**src/rtl/mlfs_pkg.sv**
```systemverilog
// Package for the multilevel feedback scheduler: payload structs, codes, cell types.
// No dependencies.
package mlfs_pkg;

  localparam int unsigned MaxJobsDefault = 16;
  localparam int unsigned IdBitsDefault  = 16;
  localparam int unsigned WaitBits       = 6;
  localparam int unsigned CntBits        = 5;
  localparam int unsigned PayIdBits      = 16;

  typedef enum logic [1:0] {
    REQ_TICK   = 2'd0,
    REQ_ENQ    = 2'd1,
    REQ_REMOVE = 2'd2,
    REQ_FINISH = 2'd3
  } req_e;

  typedef enum logic [1:0] {
    ST_OK       = 2'd0,
    ST_FULL     = 2'd1,
    ST_BAD_PRI  = 2'd2,
    ST_NOT_FOUND = 2'd3
  } status_e;

  typedef enum logic [1:0] {
    CFG_LOW_WAIT  = 2'd0,
    CFG_MID_WAIT  = 2'd1,
    CFG_MID_SLICE = 2'd2,
    CFG_LOW_SLICE = 2'd3
  } cfg_idx_e;

  typedef struct packed {
    logic [1:0]  req_type;
    logic [15:0] job_number;
    logic [1:0]  priority_req;
  } in_item_t;

  typedef struct packed {
    logic [1:0]  status;
    logic [15:0] assigned_id;
    logic        running_valid;
    logic [15:0] running_id;
    logic        switched;
    logic [4:0]  low_count;
    logic [4:0]  mid_count;
    logic [4:0]  high_count;
  } out_item_t;

  // Per-cycle command broadcast to every cell of one queue.
  typedef struct packed {
    logic        age;       // bump wait counters this cycle
    logic        shift;     // entries at and above shift_at take their upper neighbor
    logic        push;      // write push data at the tail
  } cell_ctl_t;

endpackage

```
**src/rtl/mlfs_cell.sv**
```systemverilog
// One queue slot: id, wait and priority, shifting toward the head on removal.
// Depends on mlfs_pkg.
module mlfs_cell #(
  parameter int unsigned IdBits = 16
) (
  input  logic                       clk_i,
  input  logic                       load_i,
  input  logic [IdBits-1:0]          id_i,
  input  logic [mlfs_pkg::WaitBits-1:0] wait_i,
  input  logic [1:0]                 pri_i,
  input  logic                       age_i,
  output logic [IdBits-1:0]          id_o,
  output logic [mlfs_pkg::WaitBits-1:0] wait_o,
  output logic [1:0]                 pri_o
);
  import mlfs_pkg::*;

  logic [IdBits-1:0]   id_q;
  logic [WaitBits-1:0] wait_q;
  logic [1:0]          pri_q;

  always_ff @(posedge clk_i) begin
    if (load_i) begin
      id_q   <= id_i;
      wait_q <= wait_i;
      pri_q  <= pri_i;
    end else if (age_i && wait_q != {WaitBits{1'b1}}) begin
      wait_q <= wait_q + 1'b1;
    end
  end

  assign id_o   = id_q;
  assign wait_o = wait_q;
  assign pri_o  = pri_q;
endmodule

```
**src/rtl/mlfs_queue.sv**
```systemverilog
// FIFO queue built as a row of slot cells; removal at any index shifts the upper cells down.
// Depends on mlfs_pkg, mlfs_cell.
module mlfs_queue #(
  parameter int unsigned MaxJobs = 16,
  parameter int unsigned IdBits  = 16,
  parameter int unsigned IdxBits = 4
) (
  input  logic                        clk_i,
  input  logic                        rst_ni,
  input  mlfs_pkg::cell_ctl_t         ctl_i,
  input  logic [IdxBits-1:0]          shift_at_i,
  input  logic [IdBits-1:0]           push_id_i,
  input  logic [1:0]                  push_pri_i,
  input  logic [IdxBits-1:0]          rd_idx_i,
  output logic [IdBits-1:0]           rd_id_o,
  output logic [mlfs_pkg::WaitBits-1:0] rd_wait_o,
  output logic [1:0]                  rd_pri_o,
  output logic [IdxBits:0]            len_o
);
  import mlfs_pkg::*;

  logic [IdBits-1:0]   id_w   [MaxJobs];
  logic [WaitBits-1:0] wait_w [MaxJobs];
  logic [1:0]          pri_w  [MaxJobs];
  logic [IdxBits:0]    len_q, len_d;

  // Push and shift never occur in the same cycle.
  always_comb begin
    len_d = len_q;
    if (ctl_i.shift && len_q != '0) len_d = len_q - 1'b1;
    else if (ctl_i.push && len_q != (IdxBits+1)'(MaxJobs)) len_d = len_q + 1'b1;
  end

  always_ff @(posedge clk_i or negedge rst_ni) begin
    if (!rst_ni) begin
      len_q <= '0;
    end else begin
      len_q <= len_d;
    end
  end

  for (genvar g = 0; g < MaxJobs; g++) begin : g_cell
    logic            ld;
    logic [IdBits-1:0]   nid;
    logic [WaitBits-1:0] nwait;
    logic [1:0]          npri;
    always_comb begin
      ld    = 1'b0;
      nid   = push_id_i;
      nwait = '0;
      npri  = push_pri_i;
      if (ctl_i.shift && (IdxBits+1)'(g) >= {1'b0, shift_at_i}) begin
        ld = (g + 1 < MaxJobs);
        if (g + 1 < MaxJobs) begin
          nid   = id_w[(g + 1) % MaxJobs];
          nwait = wait_w[(g + 1) % MaxJobs];
          npri  = pri_w[(g + 1) % MaxJobs];
        end
      end else if (ctl_i.push && len_q == (IdxBits+1)'(g)) begin
        ld = 1'b1;
      end
    end
    mlfs_cell #(.IdBits(IdBits)) u_cell (
      .clk_i (clk_i),
      .load_i(ld),
      .id_i  (nid),
      .wait_i(nwait),
      .pri_i (npri),
      .age_i (ctl_i.age && (IdxBits+1)'(g) >= {1'b0, shift_at_i}),
      .id_o  (id_w[g]),
      .wait_o(wait_w[g]),
      .pri_o (pri_w[g])
    );
  end

  assign rd_id_o   = id_w[rd_idx_i];
  assign rd_wait_o = wait_w[rd_idx_i];
  assign rd_pri_o  = pri_w[rd_idx_i];
  assign len_o     = len_q;
endmodule

```
**src/rtl/multilevel_feedback_scheduler.sv**
```systemverilog
// Multilevel feedback scheduler: three job queues of slot cells and a control sequencer.
// A finish item goes straight to building its result; every other item first ages the mid
// then the low queue one slot a cycle, then enqueues or scans for a remove and may pick a job.
// One item at a time; the result waits in an output register while the next item may already
// be accepted, and a stalled output register holds the sequencer in S_HOLD.
// Asynchronous active-low reset empties all queues and clears the running slot and counters.
module multilevel_feedback_scheduler
  import mlfs_pkg::*;
#(
  parameter int unsigned MaxJobs = MaxJobsDefault,
  parameter int unsigned IdBits  = IdBitsDefault
) (
  input  logic                 clk_i,
  input  logic                 rst_ni,
  input  logic                 in_valid_i,
  output logic                 in_ready_o,
  input  mlfs_pkg::in_item_t   in_data_i,
  output logic                 out_valid_o,
  input  logic                 out_ready_i,
  output mlfs_pkg::out_item_t  out_data_o,
  input  logic                 cfg_valid_i,
  output logic                 cfg_ready_o,
  input  logic [1:0]           cfg_index_i,
  input  logic [5:0]           cfg_data_i
);
  localparam int unsigned IdxBits = (MaxJobs > 1) ? $clog2(MaxJobs) : 1;
  localparam int unsigned LenBits = IdxBits + 1;

  // One-hot sequencer.
  typedef enum logic [8:0] {
    S_IDLE   = 9'b000000001,
    S_AGE    = 9'b000000010, // age pass over current queue (mid then low)
    S_CMD    = 9'b000000100, // enqueue or start remove scan
    S_SCAN   = 9'b000001000, // remove: compare one slot a cycle
    S_PICK   = 9'b000010000, // choose queue and, when due, pop its head
    S_BACK   = 9'b000100000, // requeue preempted job
    S_OUT    = 9'b001000000, // build the result
    S_HOLD   = 9'b010000000, // result waits for a free output register
    S_AGE2   = 9'b100000000  // single-cycle aging bump before the walk
  } state_e;

  state_e state_q, state_d;

  logic [5:0] low_wait_q, mid_wait_q;
  logic [3:0] mid_slice_q, low_slice_q;

  in_item_t item_q;
  logic     out_valid_q;
  out_item_t out_q, res_d;

  logic              run_valid_q, run_done_q;
  logic [IdBits-1:0] run_id_q;
  logic [1:0]        run_pri_q;
  logic [IdBits-1:0] id_cnt_q;
  logic [3:0]        mid_ticks_q, low_ticks_q;

  logic [1:0]         status_q;
  logic [IdBits-1:0]  assigned_q;
  logic               switched_q;

  // Scan pointer and queue selector (0 low,1 mid,2 high).
  logic [1:0]         qsel_q;
  logic [LenBits-1:0] ptr_q;
  logic [IdBits-1:0]  back_id_q;
  logic [1:0]         back_pri_q;
  logic               back_pend_q;

  cell_ctl_t          ctl   [3];
  logic [IdxBits-1:0] sat   [3];
  logic [IdBits-1:0]  pid   [3];
  logic [1:0]         ppri  [3];
  logic [IdBits-1:0]  rid   [3];
  logic [WaitBits-1:0] rwait[3];
  logic [1:0]         rpri  [3];
  logic [LenBits-1:0] len   [3];

  for (genvar q = 0; q < 3; q++) begin : g_q
    mlfs_queue #(.MaxJobs(MaxJobs), .IdBits(IdBits), .IdxBits(IdxBits)) u_q (
      .clk_i     (clk_i),
      .rst_ni    (rst_ni),
      .ctl_i     (ctl[q]),
      .shift_at_i(sat[q]),
      .push_id_i (pid[q]),
      .push_pri_i(ppri[q]),
      .rd_idx_i  (ptr_q[IdxBits-1:0]),
      .rd_id_o   (rid[q]),
      .rd_wait_o (rwait[q]),
      .rd_pri_o  (rpri[q]),
      .len_o     (len[q])
    );
  end

  logic [LenBits+1:0] total;
  logic [IdBits-1:0]  id_next;
  logic [5:0]         thr;
  logic [WaitBits-1:0] cur_wait;
  logic [LenBits-1:0] cur_len;
  logic               ptr_in;

  assign total   = (LenBits+2)'(len[0]) + (LenBits+2)'(len[1]) + (LenBits+2)'(len[2])
                 + (LenBits+2)'(run_valid_q);
  assign id_next = (id_cnt_q + 1'b1 == '0) ? IdBits'(1) : id_cnt_q + 1'b1;
  assign thr     = (qsel_q == 2'd1) ? mid_wait_q : low_wait_q;
  assign cur_wait = rwait[qsel_q];
  assign cur_len = len[qsel_q];
  assign ptr_in  = ptr_q < cur_len;

  // Sequencer registers written in the control block below.
  logic [1:0]         status_d;
  logic [IdBits-1:0]  assigned_d, run_id_d, id_cnt_d, back_id_d;
  logic               switched_d, run_valid_d, run_done_d, back_pend_d;
  logic [1:0]         run_pri_d, qsel_d, back_pri_d;
  logic [LenBits-1:0] ptr_d;
  logic [3:0]         mid_ticks_d, low_ticks_d;
  logic               take;
  logic [1:0]         pick;
  logic               do_pick;
  logic [3:0]         mt, lt;

  assign take = in_valid_i && in_ready_o;

  always_comb begin
    state_d     = state_q;
    status_d    = status_q;
    assigned_d  = assigned_q;
    switched_d  = switched_q;
    run_valid_d = run_valid_q;
    run_done_d  = run_done_q;
    run_id_d    = run_id_q;
    run_pri_d   = run_pri_q;
    id_cnt_d    = id_cnt_q;
    qsel_d      = qsel_q;
    ptr_d       = ptr_q;
    mid_ticks_d = mid_ticks_q;
    low_ticks_d = low_ticks_q;
    back_id_d   = back_id_q;
    back_pri_d  = back_pri_q;
    back_pend_d = back_pend_q;
    pick        = 2'd0;
    do_pick     = 1'b0;
    mt          = mid_ticks_q + 1'b1;
    lt          = low_ticks_q + 1'b1;
    for (int k = 0; k < 3; k++) begin
      ctl[k]  = '0;
      sat[k]  = '0;
      pid[k]  = back_id_q;
      ppri[k] = back_pri_q;
    end
    res_d = out_q;

    unique case (state_q)
      S_IDLE: begin
        if (take) begin
          status_d   = ST_OK;
          assigned_d = '0;
          switched_d = 1'b0;
          if (in_data_i.req_type == REQ_FINISH) begin
            if (run_valid_q) run_done_d = 1'b1;
            state_d = S_OUT;
          end else begin
            qsel_d  = 2'd1;
            state_d = S_AGE2;
          end
        end
      end
      S_AGE2: begin
        // Bump every wait in the selected queue, then walk from the head.
        ctl[qsel_q].age = 1'b1;
        ptr_d   = '0;
        state_d = S_AGE;
      end
      S_AGE: begin
        if (!ptr_in) begin
          if (qsel_q == 2'd1) begin
            qsel_d  = 2'd0;
            state_d = S_AGE2;
          end else begin
            state_d = S_CMD;
          end
        end else if (cur_wait >= thr) begin
          // Promote: unlink here, push on the next queue up with wait zero.
          ctl[qsel_q].shift = 1'b1;
          sat[qsel_q]       = ptr_q[IdxBits-1:0];
          ctl[qsel_q + 2'd1].push = 1'b1;
          pid[qsel_q + 2'd1]  = rid[qsel_q];
          ppri[qsel_q + 2'd1] = rpri[qsel_q];
        end else begin
          ptr_d = ptr_q + 1'b1;
        end
      end
      S_CMD: begin
        ptr_d   = '0;
        qsel_d  = 2'd0;
        state_d = S_PICK;
        if (item_q.req_type == REQ_ENQ) begin
          if (item_q.priority_req == 2'd0) begin
            status_d = ST_BAD_PRI;
          end else if (total >= (LenBits+2)'(MaxJobs)) begin
            status_d = ST_FULL;
          end else begin
            id_cnt_d   = id_next;
            assigned_d = id_next;
            ctl[item_q.priority_req - 2'd1].push = 1'b1;
            pid[item_q.priority_req - 2'd1]  = id_next;
            ppri[item_q.priority_req - 2'd1] = item_q.priority_req;
          end
        end else if (item_q.req_type == REQ_REMOVE) begin
          if (run_valid_q && run_id_q == IdBits'(item_q.job_number)) begin
            run_valid_d = 1'b0;
            run_done_d  = 1'b0;
            run_id_d    = '0;
            run_pri_d   = '0;
          end else begin
            state_d = S_SCAN;
          end
        end
      end
      S_SCAN: begin
        if (!ptr_in) begin
          ptr_d = '0;
          if (qsel_q == 2'd2) begin
            status_d = ST_NOT_FOUND;
            state_d  = S_PICK;
          end else begin
            qsel_d = qsel_q + 2'd1;
          end
        end else if (rid[qsel_q] == IdBits'(item_q.job_number)) begin
          ctl[qsel_q].shift = 1'b1;
          sat[qsel_q]       = ptr_q[IdxBits-1:0];
          ptr_d   = '0;
          state_d = S_PICK;
        end else begin
          ptr_d = ptr_q + 1'b1;
        end
      end
      S_PICK: begin
        ptr_d   = '0;
        state_d = S_OUT;
        if (len[2] != '0) begin
          pick = 2'd2; do_pick = 1'b1;
        end else if (len[1] != '0) begin
          mid_ticks_d = mt;
          if (mt >= mid_slice_q) begin
            mid_ticks_d = '0; pick = 2'd1; do_pick = 1'b1;
          end
        end else if (len[0] != '0) begin
          low_ticks_d = lt;
          if (lt >= low_slice_q) begin
            low_ticks_d = '0; pick = 2'd0; do_pick = 1'b1;
          end
        end
        if (do_pick) begin
          // ptr_q is zero here, so rid reads the head of each queue.
          ctl[pick].shift = 1'b1;
          switched_d  = 1'b1;
          back_pend_d = run_valid_q && !run_done_q && run_pri_q != 2'd0;
          back_id_d   = run_id_q;
          back_pri_d  = run_pri_q;
          run_id_d    = rid[pick];
          run_pri_d   = rpri[pick];
          run_valid_d = 1'b1;
          run_done_d  = 1'b0;
          state_d     = S_BACK;
        end
      end
      S_BACK: begin
        if (back_pend_q) ctl[back_pri_q - 2'd1].push = 1'b1;
        back_pend_d = 1'b0;
        state_d     = S_OUT;
      end
      S_OUT: begin
        res_d.status        = status_q;
        res_d.assigned_id   = PayIdBits'(assigned_q);
        res_d.running_valid = run_valid_q && !run_done_q;
        res_d.running_id    = (run_valid_q && !run_done_q) ? PayIdBits'(run_id_q) : '0;
        res_d.switched      = switched_q;
        res_d.low_count     = CntBits'(len[0]);
        res_d.mid_count     = CntBits'(len[1]);
        res_d.high_count    = CntBits'(len[2]);
        state_d = (out_valid_q && !out_ready_i) ? S_HOLD : S_IDLE;
        if (out_valid_q && !out_ready_i) res_d = out_q;
      end
      S_HOLD: begin
        if (!out_valid_q || out_ready_i) state_d = S_OUT;
      end
      default: state_d = S_IDLE;
    endcase
  end

  assign in_ready_o  = (state_q == S_IDLE);
  assign cfg_ready_o = 1'b1;

  always_ff @(posedge clk_i or negedge rst_ni) begin
    if (!rst_ni) begin
      state_q     <= S_IDLE;
      out_valid_q <= 1'b0;
      run_valid_q <= 1'b0;
      run_done_q  <= 1'b0;
      run_id_q    <= '0;
      run_pri_q   <= '0;
      id_cnt_q    <= '0;
      mid_ticks_q <= '0;
      low_ticks_q <= '0;
      back_pend_q <= 1'b0;
      low_wait_q  <= 6'd10;
      mid_wait_q  <= 6'd5;
      mid_slice_q <= 4'd2;
      low_slice_q <= 4'd5;
    end else begin
      state_q     <= state_d;
      run_valid_q <= run_valid_d;
      run_done_q  <= run_done_d;
      run_id_q    <= run_id_d;
      run_pri_q   <= run_pri_d;
      id_cnt_q    <= id_cnt_d;
      mid_ticks_q <= mid_ticks_d;
      low_ticks_q <= low_ticks_d;
      back_pend_q <= back_pend_d;
      if (state_q == S_OUT && !(out_valid_q && !out_ready_i)) begin
        out_valid_q <= 1'b1;
      end else if (out_ready_i) begin
        out_valid_q <= 1'b0;
      end
      if (cfg_valid_i) begin
        unique case (cfg_index_i)
          CFG_LOW_WAIT:  low_wait_q  <= cfg_data_i;
          CFG_MID_WAIT:  mid_wait_q  <= cfg_data_i;
          CFG_MID_SLICE: mid_slice_q <= cfg_data_i[3:0];
          CFG_LOW_SLICE: low_slice_q <= cfg_data_i[3:0];
          default: ;
        endcase
      end
    end
  end

  always_ff @(posedge clk_i) begin
    if (take) item_q <= in_data_i;
    status_q   <= status_d;
    assigned_q <= assigned_d;
    switched_q <= switched_d;
    qsel_q     <= qsel_d;
    ptr_q      <= ptr_d;
    back_id_q  <= back_id_d;
    back_pri_q <= back_pri_d;
    out_q      <= res_d;
  end

  assign out_valid_o = out_valid_q;
  assign out_data_o  = out_q;

`ifndef SYNTHESIS
  a_onehot: assert property (@(posedge clk_i) disable iff (!rst_ni) $onehot(state_q))
    else $error("state not one-hot");
  a_done_needs_run: assert property (@(posedge clk_i) disable iff (!rst_ni)
    run_done_q |-> run_valid_q) else $error("done without running job");
  a_no_take_busy: assert property (@(posedge clk_i) disable iff (!rst_ni)
    (state_q != S_IDLE) |-> !in_ready_o) else $error("accept while busy");
  a_back_after_pick: assert property (@(posedge clk_i) disable iff (!rst_ni)
    (state_q == S_BACK) |-> $past(state_q == S_PICK)) else $error("requeue out of order");
`endif
endmodule

```
**config.mk**
```make
export PLATFORM = sky130hd
export DESIGN_NAME = multilevel_feedback_scheduler
export DESIGN_NICKNAME = d
export VERILOG_FILES = /design/src/rtl/mlfs_pkg.sv /design/src/rtl/mlfs_cell.sv /design/src/rtl/mlfs_queue.sv /design/src/rtl/multilevel_feedback_scheduler.sv
export SDC_FILE = /design/constraint.sdc
export NUM_CORES = 2
export LEC_CHECK = 0
export BUFFER_PORTS_ARGS = -buffer_cell sky130_fd_sc_hd__buf_2
export CORE_ASPECT_RATIO = 0.75
export CORE_MARGIN = 5
export CORE_UTILIZATION = 45
export CTS_CLUSTER_SIZE = 28
export DETAILED_ROUTE_END_ITERATION = 10
export PLACE_DENSITY = 0.58
export SLEW_MARGIN = 20
export SYNTH_ARGS = -nofsm -noshare
export SYNTH_HDL_FRONTEND = slang
export SYNTH_SLANG_ARGS = --single-unit
export TNS_END_PERCENT = 1
```
**constraint.sdc**
```tcl
create_clock -name clk_i -period 25.4 [get_ports clk_i]
set_clock_uncertainty 0.05 [all_clocks]
set_input_delay 2.54 -clock clk_i [delete_from_list [all_inputs] [get_ports clk_i]]
set_output_delay 2.54 -clock clk_i [all_outputs]
set_load 0.02 [all_outputs]
```
==> impl_metrics.env <==
export IMPL_slew_limit_headroom_pct=23.42
export IMPL_synthCells=6034
export IMPL_power_density_nw_per_um2=71.03
export IMPL_maxCapViolCount=0
export IMPL_netlist_area_leader_share_pct=50.76
export IMPL_critPathBufInv=5
export IMPL_synth_simple_area_share_pct=10.41
export IMPL_place_gp_congestion=0.9834
export IMPL_cts_resized=0
export IMPL_synth_top_family_by_area="multiplexers"
export IMPL_wp_data_arrival_ns=9.84
export IMPL_clock_fmax_mhz=105.6
export IMPL_fp_coreArea_sq_um=162900
export IMPL_critPathRequiredTime_ns=25.76
export IMPL_synthTopCellsByArea="sky130_fd_sc_hd__edfxtp_1, sky130_fd_sc_hd__mux2_2, sky130_fd_sc_hd__mux4_2"
export IMPL_ir_drop_mv=0.05930
export IMPL_routed_wire_length_per_instance_microns=30.17
export IMPL_ys_async_sr_fraction_pct=6.632
export IMPL_first_iter_violations=7386
export IMPL_synthDominantAreaCellType="sky130_fd_sc_hd__edfxtp_1"
export IMPL_final_nets=6187
export IMPL_pin_count_of_the_biggest_net_entering_global_routing=105
export IMPL_floorplan_die_area_sq_um=172500
export IMPL_final_antenna_net_count=0
export IMPL_synth_avg_cell_area_sq_um=12.24
export IMPL_clk_insertion_delay_late_ns=0.81
export IMPL_synth_lib_cells_used_distinct=85
export IMPL_first_global_vias=49698
export IMPL_critPathMaxFanout=104
export IMPL_die_h_microns=360.9
export IMPL_setup_violations_final=0
export IMPL_postSynthRegisterBits=1357
export IMPL_timing_final_crit_share_pct=37.29
export IMPL_synth_adder_area_share_pct=1.822
export IMPL_synth_compound_area_share_pct=8.779
export IMPL_clock_tree_from_tritoncts="done"
export IMPL_grt_setup_unrepaired="false"
export IMPL_crit_slowest_cell="sky130_fd_sc_hd__nand2_1"
export IMPL_path_cells="buf_12, buf_12, buf_12, buf_4, mux4_2, a22oi_1, a21oi_1, a211o_1, xor2_1, nor3_1, nand4_1, a21o_1, o21ai_4, buf_4, nand2_2, nand2_1"
export IMPL_finalHoldWorstSlack_ns=0.3675
export IMPL_area_growth_pct=10.77
export IMPL_synth_sequential_area_ratio_pct=54.31
export IMPL_timing_critical_path_from_type="flip-flop"
export IMPL_grt_util_all_layers_pct=28.28
export IMPL_period_needed_ns=9.472
export IMPL_fp_row_count=128
export IMPL_route_detailed_drc=0
export IMPL_hold_path_class="flip-flop to flip-flop"
export IMPL_setup_total_negative_slack_ns=0
export IMPL_cts_max_path_buffers=3
export IMPL_kind_of_cell_adding_the_most_delay_to_the_critical_path="simple AND/OR/NAND/NOR gates"
export IMPL_first_pass_grt_wire_length_mm=359.1
export IMPL_pre_antenna_drt_iters=7
export IMPL_place_port_buffers=85
export IMPL_synth_edff_count=1249
export IMPL_clk_pin_slew_ns=0.06
export IMPL_ioPinCount=87
export IMPL_die_width_microns=477.9
export IMPL_synth_warning_count=0
export IMPL_library_cell_appearing_most_often_on_the_critical_path="sky130_fd_sc_hd__buf_12"
export IMPL_synth_nets=6171
export IMPL_n_fill_cell=14155
export IMPL_cp_end_kind="flip-flop"
export IMPL_synthMuxAreaShare_pct=18.57
export IMPL_overflow_after_grt=0
export IMPL_synthesis_area_sq_um=73880
export IMPL_finalHoldViolations=0
export IMPL_cts_hold_fix_buffers=0
export IMPL_drt_wl_total_mm=251.0
export IMPL_start_util_pct=45.36
export IMPL_ratio_of_routed_vias_to_standard_cells=6.371
export IMPL_level_count_of_the_clock_h_tree=4
export IMPL_clk_root_buffer_cell="sky130_fd_sc_hd__clkbuf_16"
export IMPL_synth_xor_area_share_pct=3.189
export IMPL_rrSetupSlack_ns=15.93
export IMPL_synth_flop_type="sky130_fd_sc_hd__edfxtp_1"
export IMPL_cts_setup_buffers=0
export IMPL_p_leak_nw=26.26
export IMPL_timing_final_max_slew_violations=0
export IMPL_worst_pin_slew_ns=1.145
export IMPL_drive_above_1_share_pct=22.80
export IMPL_place_detailed_hpwl_mm=171.7
export IMPL_timing_critical_path_slowest_cell_delay_ns=0.97
export IMPL_numCtsBuffers=146
export IMPL_critical_path_class="flip-flop to flip-flop"
export IMPL_vias=53001
export IMPL_antenna_found_initial=8
export IMPL_cts_sinks=1357
export IMPL_outcome="finished, final reports clean"
logic make-up after synthesis:
family / after synthesis
xor+xnor: 269
flops: 1357
simple gates: 1758
other cells: 1
compound gates: 1050
buf+inv: 504
fa+ha+maj: 104
mux: 991
synth_stat cells, types with 98 or more instances:
| library cell | count |
|---|---|
| sky130_fd_sc_hd__edfxtp_1 | 1249 |
| sky130_fd_sc_hd__nand2_1 | 704 |
| sky130_fd_sc_hd__mux2_2 | 566 |
| sky130_fd_sc_hd__nor2_1 | 505 |
| sky130_fd_sc_hd__o21ai_0 | 336 |
| sky130_fd_sc_hd__a21oi_1 | 271 |
| sky130_fd_sc_hd__clkbuf_1 | 253 |
| sky130_fd_sc_hd__nand3_1 | 248 |
| sky130_fd_sc_hd__mux4_2 | 247 |
| sky130_fd_sc_hd__mux2i_1 | 177 |
| sky130_fd_sc_hd__xor2_1 | 139 |
| sky130_fd_sc_hd__xnor2_1 | 130 |
| sky130_fd_sc_hd__inv_1 | 103 |
| sky130_fd_sc_hd__ha_1 | 98 |
worst paths after layout:
path,from,end,depth (start not counted)
worst max register to register,ptr_q[0],g_q[1].u_q.g_cell[6].u_cell.id_o[15],16
worst min-delay path,assigned_q[14],out_data_o[47],0
worst min register to register,assigned_q[14],out_data_o[47],0
worst max-delay path,ptr_q[0],g_q[1].u_q.g_cell[6].u_cell.id_o[15],16
max in group asynchronous,rst_ni,mid_slice_q[3],2
min in group asynchronous,rst_ni,g_q[0].u_q.len_o[0],1
cell usage in the layout, fill, tap and decap left out, types with 33 or more instances in the layout:
cell                           n
sky130_fd_sc_hd__a21oi_1     268
sky130_fd_sc_hd__o31ai_1      97
sky130_fd_sc_hd__and2_1       33
sky130_fd_sc_hd__and3_1       64
sky130_fd_sc_hd__xnor2_1     129
sky130_fd_sc_hd__inv_1       102
sky130_fd_sc_hd__xor2_1      139
sky130_fd_sc_hd__nor3_1       34
sky130_fd_sc_hd__mux4_2      247
sky130_fd_sc_hd__o211ai_1     37
sky130_fd_sc_hd__dfrtp_1      82
sky130_fd_sc_hd__o21ai_0     332
sky130_fd_sc_hd__a22oi_1      77
sky130_fd_sc_hd__buf_2        84
sky130_fd_sc_hd__mux2i_1     170
sky130_fd_sc_hd__nor2_1      501
sky130_fd_sc_hd__ha_1         98
sky130_fd_sc_hd__clkbuf_16   150
sky130_fd_sc_hd__edfxtp_1   1249
sky130_fd_sc_hd__mux2_2      566
sky130_fd_sc_hd__buf_4       178
sky130_fd_sc_hd__nand3_1     247
sky130_fd_sc_hd__nand2_1     698
area by class of cell:
class | count | area, sq um | area share [%]
timing repair buffer | 266 | 1828 | 2.234
inverter | 106 | 399.1 | 0.4877
antenna | 4 | 10.01 | 0.01223
multi-input combinational | 4173 | 32010 | 39.12
sequential | 1357 | 40130 | 49.03
clock inverter | 79 | 807.0 | 0.9861
tap | 2145 | 2684 | 3.279
clock buffer | 189 | 3970 | 4.851
layer usage:
| layer | global-route usage [%] | vias up | share of wire, % |
|---|---|---|---|
| met5 | 0 | - | 0.029 |
| li1 | - | 22744 | - |
| met4 | 9.114 | 4 | 3.5 |
| met1 | 43.40 | 26835 | 44 |
| met3 | 8.364 | 402 | 12 |
| met2 | 38.10 | 3016 | 40 |
sequential cells by signal (all words and copies together), names as in the netlist, 4 cells and up:
name,flops
item_q,20
low_wait_q,6
low_ticks_q,4
mid_wait_q,6
back_id_q,16
id_cnt_q,16
ptr_q,5
g_q.u_q.len_o,15
low_slice_q,4
assigned_q,16
g_q.u_q.g_cell.u_cell.wait_o,288
state_q,9
g_q.u_q.g_cell.u_cell.id_o,768
mid_ticks_q,4
run_id_q,16
out_data_o,51
g_q.u_q.g_cell.u_cell.pri_o,96
mid_slice_q,4
through the flow:
step	util, %	setup WS (ns)	power (mW)	std cells	area [sq um]
6_report	50.25	15.93	5.813	8319	81840
5_1_grt	50.24	15.60	5.978	8316	81830
4_1_cts	50.22	16.08	5.821	8314	81800
3_5_place_dp	47.29	16.09	3.638	8046	77020
3_3_place_gp	47.29	16.17	3.630	8046	77020
2_1_floorplan	-	16.93	3.235	6034	73880
report_power, final:
part	internal, mW	switching (mW)
sequential	2.51	0.0810
combinational	0.356	0.678
clock	1.25	0.942
Power figures use the tool's default switching activity.
